<file path="src/hdl/ebalu_pkg.sv">
// Package for the 8-bit CPU ALU with flags: operation codes and field widths.
// No dependencies; used by eight_bit_cpu_alu_with_flags_core.
package ebalu_pkg;

  localparam int unsigned OpW   = 5;
  localparam int unsigned WordW = 16;
  localparam int unsigned ByteW = 8;
  localparam int unsigned BitW  = 3;

  typedef enum logic [OpW-1:0] {
    OP_ADD   = 5'd0,
    OP_ADC   = 5'd1,
    OP_SUB   = 5'd2,
    OP_SBC   = 5'd3,
    OP_AND   = 5'd4,
    OP_XOR   = 5'd5,
    OP_OR    = 5'd6,
    OP_CP    = 5'd7,
    OP_INC   = 5'd8,
    OP_DEC   = 5'd9,
    OP_SWAP  = 5'd10,
    OP_SLA   = 5'd11,
    OP_SRA   = 5'd12,
    OP_SRL   = 5'd13,
    OP_RLC   = 5'd14,
    OP_RL    = 5'd15,
    OP_RRC   = 5'd16,
    OP_RR    = 5'd17,
    OP_BIT   = 5'd18,
    OP_SET   = 5'd19,
    OP_RES   = 5'd20,
    OP_ADD16 = 5'd21,
    OP_ADDSP = 5'd22
  } op_e;

  // Flag group carried from the ALU logic to the result register
  typedef struct packed {
    logic z;
    logic n;
    logic h;
    logic c;
  } flags_t;

endpackage

</file>
<file path="src/hdl/eight_bit_cpu_alu_with_flags_core.sv">
// Top level of the 8-bit CPU ALU with Z/N/H/C flags.
// Depends on ebalu_pkg for operation codes, widths and the flag struct.

// The ALU takes one transaction per clock: busy_o stays low, and a transaction
// accepted at an edge with start_i high goes through the input register and
// then the result register, which shows it for exactly one cycle with done_o
// high. The input and result registers sit around the single pass of adder,
// shifter and flag logic; throughput is one transaction per cycle.
// The receiver cannot stall the result, so it must take it in that cycle.
module eight_bit_cpu_alu_with_flags_core (
  input  logic                            clk_i,
  input  logic                            rst_ni,
  input  logic                            start_i,
  output logic                            busy_o,
  input  logic [ebalu_pkg::OpW-1:0]       operation_i,
  input  logic [ebalu_pkg::WordW-1:0]     operand_a_i,
  input  logic [ebalu_pkg::WordW-1:0]     operand_b_i,
  input  logic [ebalu_pkg::BitW-1:0]      bit_index_i,
  input  logic                            zero_in_i,
  input  logic                            subtract_in_i,
  input  logic                            half_in_i,
  input  logic                            carry_in_i,
  output logic                            done_o,
  output logic [ebalu_pkg::WordW-1:0]     result_value_o,
  output logic                            zero_out_o,
  output logic                            subtract_out_o,
  output logic                            half_out_o,
  output logic                            carry_out_o
);

  logic                            in_vld_q;
  logic [ebalu_pkg::OpW-1:0]       op_q;
  logic [ebalu_pkg::WordW-1:0]     a_q;
  logic [ebalu_pkg::WordW-1:0]     b_q;
  logic [ebalu_pkg::BitW-1:0]      bi_q;
  ebalu_pkg::flags_t               fin_q;

  logic                            done_q;
  logic [ebalu_pkg::WordW-1:0]     res_q;
  logic [ebalu_pkg::WordW-1:0]     res_d;
  ebalu_pkg::flags_t               fout_q;
  ebalu_pkg::flags_t               fout_d;

  logic                            accept;
  logic [ebalu_pkg::ByteW-1:0]     a8;
  logic [ebalu_pkg::ByteW-1:0]     b8;
  logic [ebalu_pkg::ByteW-1:0]     r8;
  logic [ebalu_pkg::ByteW-1:0]     bit_mask;
  logic                            cy;
  logic [ebalu_pkg::ByteW:0]       sum9;
  logic [ebalu_pkg::ByteW:0]       diff9;
  logic [4:0]                      nib_sum;
  logic [4:0]                      nib_diff;
  logic [ebalu_pkg::WordW:0]       sum17;
  logic [12:0]                     sum13;
  logic [ebalu_pkg::WordW-1:0]     sp_sum;
  logic [ebalu_pkg::ByteW:0]       sp_low9;
  logic [4:0]                      sp_nib;

  // Never stall the sender
  assign busy_o = 1'b0;
  assign accept = start_i && !busy_o;

  // Input register: valid resets, payload just loads
  always_ff @(posedge clk_i or negedge rst_ni) begin
    if (!rst_ni) begin
      in_vld_q <= 1'b0;
    end else begin
      in_vld_q <= accept;
    end
  end

  always_ff @(posedge clk_i) begin
    if (accept) begin
      op_q     <= operation_i;
      a_q      <= operand_a_i;
      b_q      <= operand_b_i;
      bi_q     <= bit_index_i;
      fin_q.z  <= zero_in_i;
      fin_q.n  <= subtract_in_i;
      fin_q.h  <= half_in_i;
      fin_q.c  <= carry_in_i;
    end
  end

  // Shared datapath pieces
  assign a8       = a_q[ebalu_pkg::ByteW-1:0];
  assign b8       = b_q[ebalu_pkg::ByteW-1:0];
  assign cy       = ((op_q == ebalu_pkg::OP_ADC) || (op_q == ebalu_pkg::OP_SBC)) && fin_q.c;
  assign sum9     = {1'b0, a8} + {1'b0, b8} + {8'd0, cy};
  assign nib_sum  = {1'b0, a8[3:0]} + {1'b0, b8[3:0]} + {4'd0, cy};
  assign diff9    = {1'b0, a8} - {1'b0, b8} - {8'd0, cy};
  assign nib_diff = {1'b0, a8[3:0]} - {1'b0, b8[3:0]} - {4'd0, cy};
  assign sum17    = {1'b0, a_q} + {1'b0, b_q};
  assign sum13    = {1'b0, a_q[11:0]} + {1'b0, b_q[11:0]};
  assign sp_sum   = a_q + {{(ebalu_pkg::WordW-ebalu_pkg::ByteW){b8[7]}}, b8};
  assign sp_low9  = {1'b0, a8} + {1'b0, b8};
  assign sp_nib   = {1'b0, a8[3:0]} + {1'b0, b8[3:0]};
  assign bit_mask = ebalu_pkg::ByteW'(1) << bi_q;

  // Select result and flags per operation
  always_comb begin
    r8     = '0;
    res_d  = a_q;
    fout_d = fin_q;
    unique case (ebalu_pkg::op_e'(op_q))
      ebalu_pkg::OP_ADD, ebalu_pkg::OP_ADC: begin
        r8     = sum9[7:0];
        res_d  = {8'd0, r8};
        fout_d = '{z: (r8 == '0), n: 1'b0, h: nib_sum[4], c: sum9[8]};
      end
      ebalu_pkg::OP_SUB, ebalu_pkg::OP_SBC, ebalu_pkg::OP_CP: begin
        r8     = diff9[7:0];
        res_d  = (op_q == ebalu_pkg::OP_CP) ? a_q : {8'd0, r8};
        fout_d = '{z: (r8 == '0), n: 1'b1, h: nib_diff[4], c: diff9[8]};
      end
      ebalu_pkg::OP_AND: begin
        r8     = a8 & b8;
        res_d  = {8'd0, r8};
        fout_d = '{z: (r8 == '0), n: 1'b0, h: 1'b1, c: 1'b0};
      end
      ebalu_pkg::OP_XOR, ebalu_pkg::OP_OR, ebalu_pkg::OP_SWAP: begin
        if (op_q == ebalu_pkg::OP_XOR) begin
          r8 = a8 ^ b8;
        end else if (op_q == ebalu_pkg::OP_OR) begin
          r8 = a8 | b8;
        end else begin
          r8 = {a8[3:0], a8[7:4]};
        end
        res_d  = {8'd0, r8};
        fout_d = '{z: (r8 == '0), n: 1'b0, h: 1'b0, c: 1'b0};
      end
      ebalu_pkg::OP_INC: begin
        r8     = a8 + 8'd1;
        res_d  = {8'd0, r8};
        fout_d = '{z: (r8 == '0), n: 1'b0, h: (r8[3:0] == 4'h0), c: fin_q.c};
      end
      ebalu_pkg::OP_DEC: begin
        r8     = a8 - 8'd1;
        res_d  = {8'd0, r8};
        fout_d = '{z: (r8 == '0), n: 1'b1, h: (r8[3:0] == 4'hF), c: fin_q.c};
      end
      ebalu_pkg::OP_SLA, ebalu_pkg::OP_RLC, ebalu_pkg::OP_RL: begin
        if (op_q == ebalu_pkg::OP_SLA) begin
          r8 = {a8[6:0], 1'b0};
        end else if (op_q == ebalu_pkg::OP_RLC) begin
          r8 = {a8[6:0], a8[7]};
        end else begin
          r8 = {a8[6:0], fin_q.c};
        end
        res_d  = {8'd0, r8};
        fout_d = '{z: (r8 == '0), n: 1'b0, h: 1'b0, c: a8[7]};
      end
      ebalu_pkg::OP_SRA, ebalu_pkg::OP_SRL, ebalu_pkg::OP_RRC, ebalu_pkg::OP_RR: begin
        if (op_q == ebalu_pkg::OP_SRA) begin
          r8 = {a8[7], a8[7:1]};
        end else if (op_q == ebalu_pkg::OP_SRL) begin
          r8 = {1'b0, a8[7:1]};
        end else if (op_q == ebalu_pkg::OP_RRC) begin
          r8 = {a8[0], a8[7:1]};
        end else begin
          r8 = {fin_q.c, a8[7:1]};
        end
        res_d  = {8'd0, r8};
        fout_d = '{z: (r8 == '0), n: 1'b0, h: 1'b0, c: a8[0]};
      end
      ebalu_pkg::OP_BIT: begin
        res_d  = a_q;
        fout_d = '{z: ~a8[bi_q], n: 1'b0, h: 1'b1, c: fin_q.c};
      end
      ebalu_pkg::OP_SET: begin
        r8    = a8 | bit_mask;
        res_d = {8'd0, r8};
      end
      ebalu_pkg::OP_RES: begin
        r8    = a8 & ~bit_mask;
        res_d = {8'd0, r8};
      end
      ebalu_pkg::OP_ADD16: begin
        res_d  = sum17[ebalu_pkg::WordW-1:0];
        fout_d = '{z: fin_q.z, n: 1'b0, h: sum13[12], c: sum17[ebalu_pkg::WordW]};
      end
      ebalu_pkg::OP_ADDSP: begin
        res_d  = sp_sum;
        fout_d = '{z: 1'b0, n: 1'b0, h: sp_nib[4], c: sp_low9[8]};
      end
      default: begin
        // Unused codes pass operand and flags through
        res_d  = a_q;
        fout_d = fin_q;
      end
    endcase
  end

  // Result register and strobe
  always_ff @(posedge clk_i or negedge rst_ni) begin
    if (!rst_ni) begin
      done_q <= 1'b0;
    end else begin
      done_q <= in_vld_q;
    end
  end

  always_ff @(posedge clk_i) begin
    if (in_vld_q) begin
      res_q  <= res_d;
      fout_q <= fout_d;
    end
  end

  assign done_o         = done_q;
  assign result_value_o = res_q;
  assign zero_out_o     = fout_q.z;
  assign subtract_out_o = fout_q.n;
  assign half_out_o     = fout_q.h;
  assign carry_out_o    = fout_q.c;

  // Every accepted transaction comes out through the input and result registers
  assert property (@(posedge clk_i) disable iff (!rst_ni)
    start_i && !busy_o |=> ##1 done_o)
    else $error("accepted transaction produced no result");

  // Compare leaves the operand unchanged in the result
  assert property (@(posedge clk_i) disable iff (!rst_ni)
    in_vld_q && (op_q == ebalu_pkg::OP_CP) |=> result_value_o == $past(a_q))
    else $error("compare changed the result value");

  // Subtract-type operations raise N
  assert property (@(posedge clk_i) disable iff (!rst_ni)
    in_vld_q && ((op_q == ebalu_pkg::OP_SUB) || (op_q == ebalu_pkg::OP_SBC) ||
                 (op_q == ebalu_pkg::OP_CP) || (op_q == ebalu_pkg::OP_DEC))
    |=> subtract_out_o)
    else $error("subtract flag missing");

  // Eight-bit logic results and the SLA and RR shift results keep the upper byte clear
  assert property (@(posedge clk_i) disable iff (!rst_ni)
    in_vld_q && ((op_q == ebalu_pkg::OP_AND) || (op_q == ebalu_pkg::OP_XOR) ||
                 (op_q == ebalu_pkg::OP_OR) || (op_q == ebalu_pkg::OP_SWAP) ||
                 (op_q == ebalu_pkg::OP_SLA) || (op_q == ebalu_pkg::OP_RR))
    |=> result_value_o[15:8] == 8'd0)
    else $error("upper byte set on an 8-bit operation");

endmodule
</file>
<file path="config.mk">
export PLATFORM = sky130hd
export DESIGN_NAME = eight_bit_cpu_alu_with_flags_core
export DESIGN_NICKNAME = d
export VERILOG_FILES = /design/src/hdl/ebalu_pkg.sv /design/src/hdl/eight_bit_cpu_alu_with_flags_core.sv
export SDC_FILE = /design/constraint.sdc
export NUM_CORES = 1
export LEC_CHECK = 0
export BUFFER_PORTS_ARGS = -buffer_cell sky130_fd_sc_hd__buf_2
export CAP_MARGIN = 30
export CORE_ASPECT_RATIO = 1.2
export CORE_UTILIZATION = 55
export DETAILED_ROUTE_END_ITERATION = 12
export PLACE_DENSITY = 0.79
export SLEW_MARGIN = 20
export SYNTH_ARGS = -nofsm -noshare
export SYNTH_HDL_FRONTEND = slang
export SYNTH_SLANG_ARGS = --single-unit
</file>
<file path="constraint.sdc">
create_clock -name clk_i -period 8.15 [get_ports clk_i]
set_input_delay 0.4075 -clock clk_i [delete_from_list [all_inputs] [get_ports clk_i]]
set_output_delay 0.4075 -clock clk_i [all_outputs]
set_load 0.005 [all_outputs]
</file>
==> Flow_metrics.wiki <==
{| class="wikitable"
! Metric !! Value
|-
| Status || completed
|-
| Most area-hungry cell type in the Yosys netlist || sky130_fd_sc_hd__edfxtp_1
|-
| DIE AREA || 11,300 um^2
|-
| Worst-Margin Slew || 0.982 ns
|-
| Most frequent cells after synthesis || sky130_fd_sc_hd__edfxtp_1 (64), sky130_fd_sc_hd__nor2_1 (53), sky130_fd_sc_hd__ha_1 (52)
|-
| Required time at the worst-slack endpoint || 8.33 ns
|-
| Post-CTS Setup Bufs || 0
|-
| First-iteration detailed-routing DRC count || 590
|-
| Total Nets Final || 802
|-
| Overall via count from detail_route || 5,767
|-
| Post-detailed-route DRC marker count || 0
|-
| Floorplan Core Area || 10,500 um^2
|-
| Clk network pwr share || 0.295
|-
| Netlist area before placement || 5970 um^2
|-
| Number of max-cap violations || 0
|-
| Final period demand of the worst path || 4.18 ns
|-
| Setup repair after global routing missed its margin || no
|-
| Final total negative setup slack || 0 ns
|-
| Netlist cell types || 73
|-
| Setup violation total in the final timing report || 0
|-
| Maximum fanout along the worst path || 27
|-
| Data arrival time of the critical path || 4.36 ns
|-
| Area of placed instances || 6330 um^2
|-
| Number of warnings reported in the yosys synthesis log || 0
|-
| Final Slew Violations || 0
|-
| Post-CTS Hold Fix Bufs || 1
|-
| Top-count cell post-synth || sky130_fd_sc_hd__edfxtp_1
|-
| Post-route standard cell area excluding fillers || 6640 um^2
|-
| Synthesis-to-layout area growth || 11.3%
|-
| Final hold slack || 0.237 ns
|-
| Peak supply drop || 0.000136 V
|-
| Proportion of power drawn by flip-flops and latches || 0.361
|-
| Seq/Total Area, Yosys || 0.330
|-
| Final clock skew || 0.00904 ns
|-
| Number of synthesized register bits || 66
|-
| Class of the most critical setup path || flop to flop
|-
| Via-per-instance ratio || 6.92
|-
| Wire per inst || 23.6 um
|-
| Class of the tightest hold or removal check || input port to flop
|-
| Initial core utilization || 0.568
|-
| Clk_lat worst skew || 0.34 ns
|-
| Clock sink count || 66
|-
| Overall fraction of global-route tracks in use || 0.353
|-
| Cell internal power dissipation || 0.820 mW
|-
| Antenna violation net count after detailed routing || 0
|-
| Diodes inserted || 0
|-
| Number of placement rows || 41
|-
| Part of the cycle the worst path needs || 0.512
|-
| Cells after Synth || 652
|-
| Buffers added on ports || 67
|-
| Post-cts resize count || 0
|-
| Share of total power in combinational logic || 0.344
|-
| CTS tree || done
|-
| # H-tree levels || 3
|-
| GRT overflow || 0
|-
| Pin count of the biggest net entering global routing || 46
|-
| Cts bufs inserted || 9
|-
| Number of iterations in the first detailed-routing pass || 5
|-
| Largest cells by area after synthesis || sky130_fd_sc_hd__edfxtp_1 (32%), sky130_fd_sc_hd__ha_1 (11%), sky130_fd_sc_hd__xnor2_1 (4.5%), sky130_fd_sc_hd__nor2_1 (3.3%), sky130_fd_sc_hd__a21oi_1 (2.9%)
|-
| Maximum count of clock buffers along a single path || 2
|-
| Power density cells || 193 nW/um^2
|-
| Number of global-route vias before repair || 5,604
|-
| Clock transition at path regs || 0.06 ns
|-
| Layout filler cell count || 898
|-
| Fraction of registers with async set/reset || 0.0303
|-
| CTS root buf || sky130_fd_sc_hd__clkbuf_16
|-
| Top Ports || 69
|-
| Final Non-Filler Cells || 833
|-
| Leakage Power || 2.66 nW
|-
| Sum of routed wire length over all layers || 19,600 um
|-
| Max-slew headroom || 0.345
|-
| Post-detailed-placement half-perimeter wirelength || 14,400 um
|-
| Placed insts || 816
|-
| First-pass GRT wire length || 30,300 um
|-
| Startpoint class of the critical path || flop
|-
| Die H || 116 um
|-
| Weighted congestion reported at the end of routability-driven placement || 1.07
|-
| Fraction of final layout cells with drive strength greater than 1 || 0.143
|-
| Switching fraction of total power || 0.359
|-
| Category of the worst setup path capture point || flop
|-
| Post-synth net total || 754
|-
| Initial antenna violation count || 0
|-
| Net switching power figure || 0.459 mW
|-
| Number of enable-type register cells in the synthesized netlist || 64
|-
| Dominant synthesized flop cell || sky130_fd_sc_hd__edfxtp_1
|-
| Average instance area after synthesis || 9.15 um^2
|-
| Synth top area share || 0.322
|-
| Highest Clock Rate || 0.240 GHz
|-
| Overall die width || 97.1 um
|-
| Number of endpoints with negative hold slack in the final report || 0
|}
==> cell usage in the layout (no fill, tap or decap), drive strengths merged, types with 32 or more instances in the layout <==
master  instances
buf            72
edfxtp         64
nor2           53
ha             52
nand2          37
a21oi          35
inv            34
nand3          32
xnor2          32
o21ai          32
==> registers in the layout, summed over array words and instances, names as in the netlist <==
register / count
zero_out_o: 1
carry_out_o: 1
bi_q: 3
fin_q: 4
op_q: 5
half_out_o: 1
result_value_o: 16
done_o: 1
subtract_out_o: 1
a_q: 16
b_q: 16
in_vld_q: 1
==> through the flow <==
| step | setup slack [ns] | power, mW | util |
|---|---|---|---|
| 2_1_floorplan | 4.64 | 0.755 | - |
| 3_3_place_gp | 4.29 | 0.878 | 0.602 |
| 3_5_place_dp | 4.14 | 0.886 | 0.602 |
| 4_1_cts | 4.11 | 1.27 | 0.630 |
| 5_1_grt | 3.64 | 1.33 | 0.632 |
| 6_report | 3.97 | 1.28 | 0.632 |
==> worst max-delay path, cell delays in order, from the launching register on <==
cell,delay (ns)
sky130_fd_sc_hd__edfxtp_1,0.90
sky130_fd_sc_hd__nand2_1,0.16
sky130_fd_sc_hd__nor2_1,0.15
sky130_fd_sc_hd__nand2_1,0.11
sky130_fd_sc_hd__fa_1,0.47
sky130_fd_sc_hd__ha_1,0.32
sky130_fd_sc_hd__o21ai_0,0.11
sky130_fd_sc_hd__a311oi_1,0.54
sky130_fd_sc_hd__nor4b_1,0.13
sky130_fd_sc_hd__a311oi_1,0.40
sky130_fd_sc_hd__nand3_1,0.19
sky130_fd_sc_hd__o2111a_1,0.34
sky130_fd_sc_hd__o21ai_1,0.18
==> kinds of logic after synthesis <==
group | count (synthesis) | share of synthesized area
and+or+nand+nor | 224 | 0.200
AOI/OAI and AO/OA | 183 | 0.216
buffers and inverters | 70 | 0.0495
DFF | 66 | 0.330
adders and majority gates | 55 | 0.119
xor gates and xnor gates | 47 | 0.0702
muxes | 6 | 0.0143
other | 1 | 0.000628
==> metal layers <==
metal	up-vias	part of all wire	wire length, um	global-route usage
met5	-	0	0	0
met3	88	0.086	1680	0.0796
li1	2584	-	-	-
met2	351	0.46	9100	0.563
met4	0	0.067	1320	0.259
met1	2744	0.38	7540	0.426
==> power by group through the flow <==
stage	Clock [mW]	Combinational (mW)	Sequential, mW
2_1_floorplan	0	0.316	0.439
3_3_place_gp	0	0.413	0.466
3_5_place_dp	0	0.420	0.466
4_1_cts	0.381	0.424	0.460
5_1_grt	0.391	0.474	0.466
6_report	0.377	0.440	0.462
==> final cells by class <==
type / instances / area, um^2 / share of cell area
multi-input combinational: 516 / 3700 / 0.557
sequential: 66 / 1970 / 0.297
timing repair buffer: 73 / 395 / 0.0595
clock buffer: 9 / 225 / 0.0339
tap: 129 / 161 / 0.0243
inverter: 34 / 128 / 0.0192
clock inverter: 6 / 58.8 / 0.00885
==> path summary, 6_finish.rpt <==
| kind | cells past startpoint | endpoint | startpoint | slack, ns |
|---|---|---|---|---|
| min in group asynchronous | 2 | done_o | rst_ni | 0.39 |
| worst min-delay path | 1 | a_q[8] | operand_a_i[8] | 0.24 |
| worst min register to register | 2 | subtract_out_o | fin_q[2] | 0.58 |
| worst max register to register | 12 | zero_out_o | op_q[0] | 3.97 |
| max in group asynchronous | 2 | in_vld_q | rst_ni | 7.66 |
| worst max-delay path | 12 | zero_out_o | op_q[0] | 3.97 |
Power figures use the tool's default switching activity.
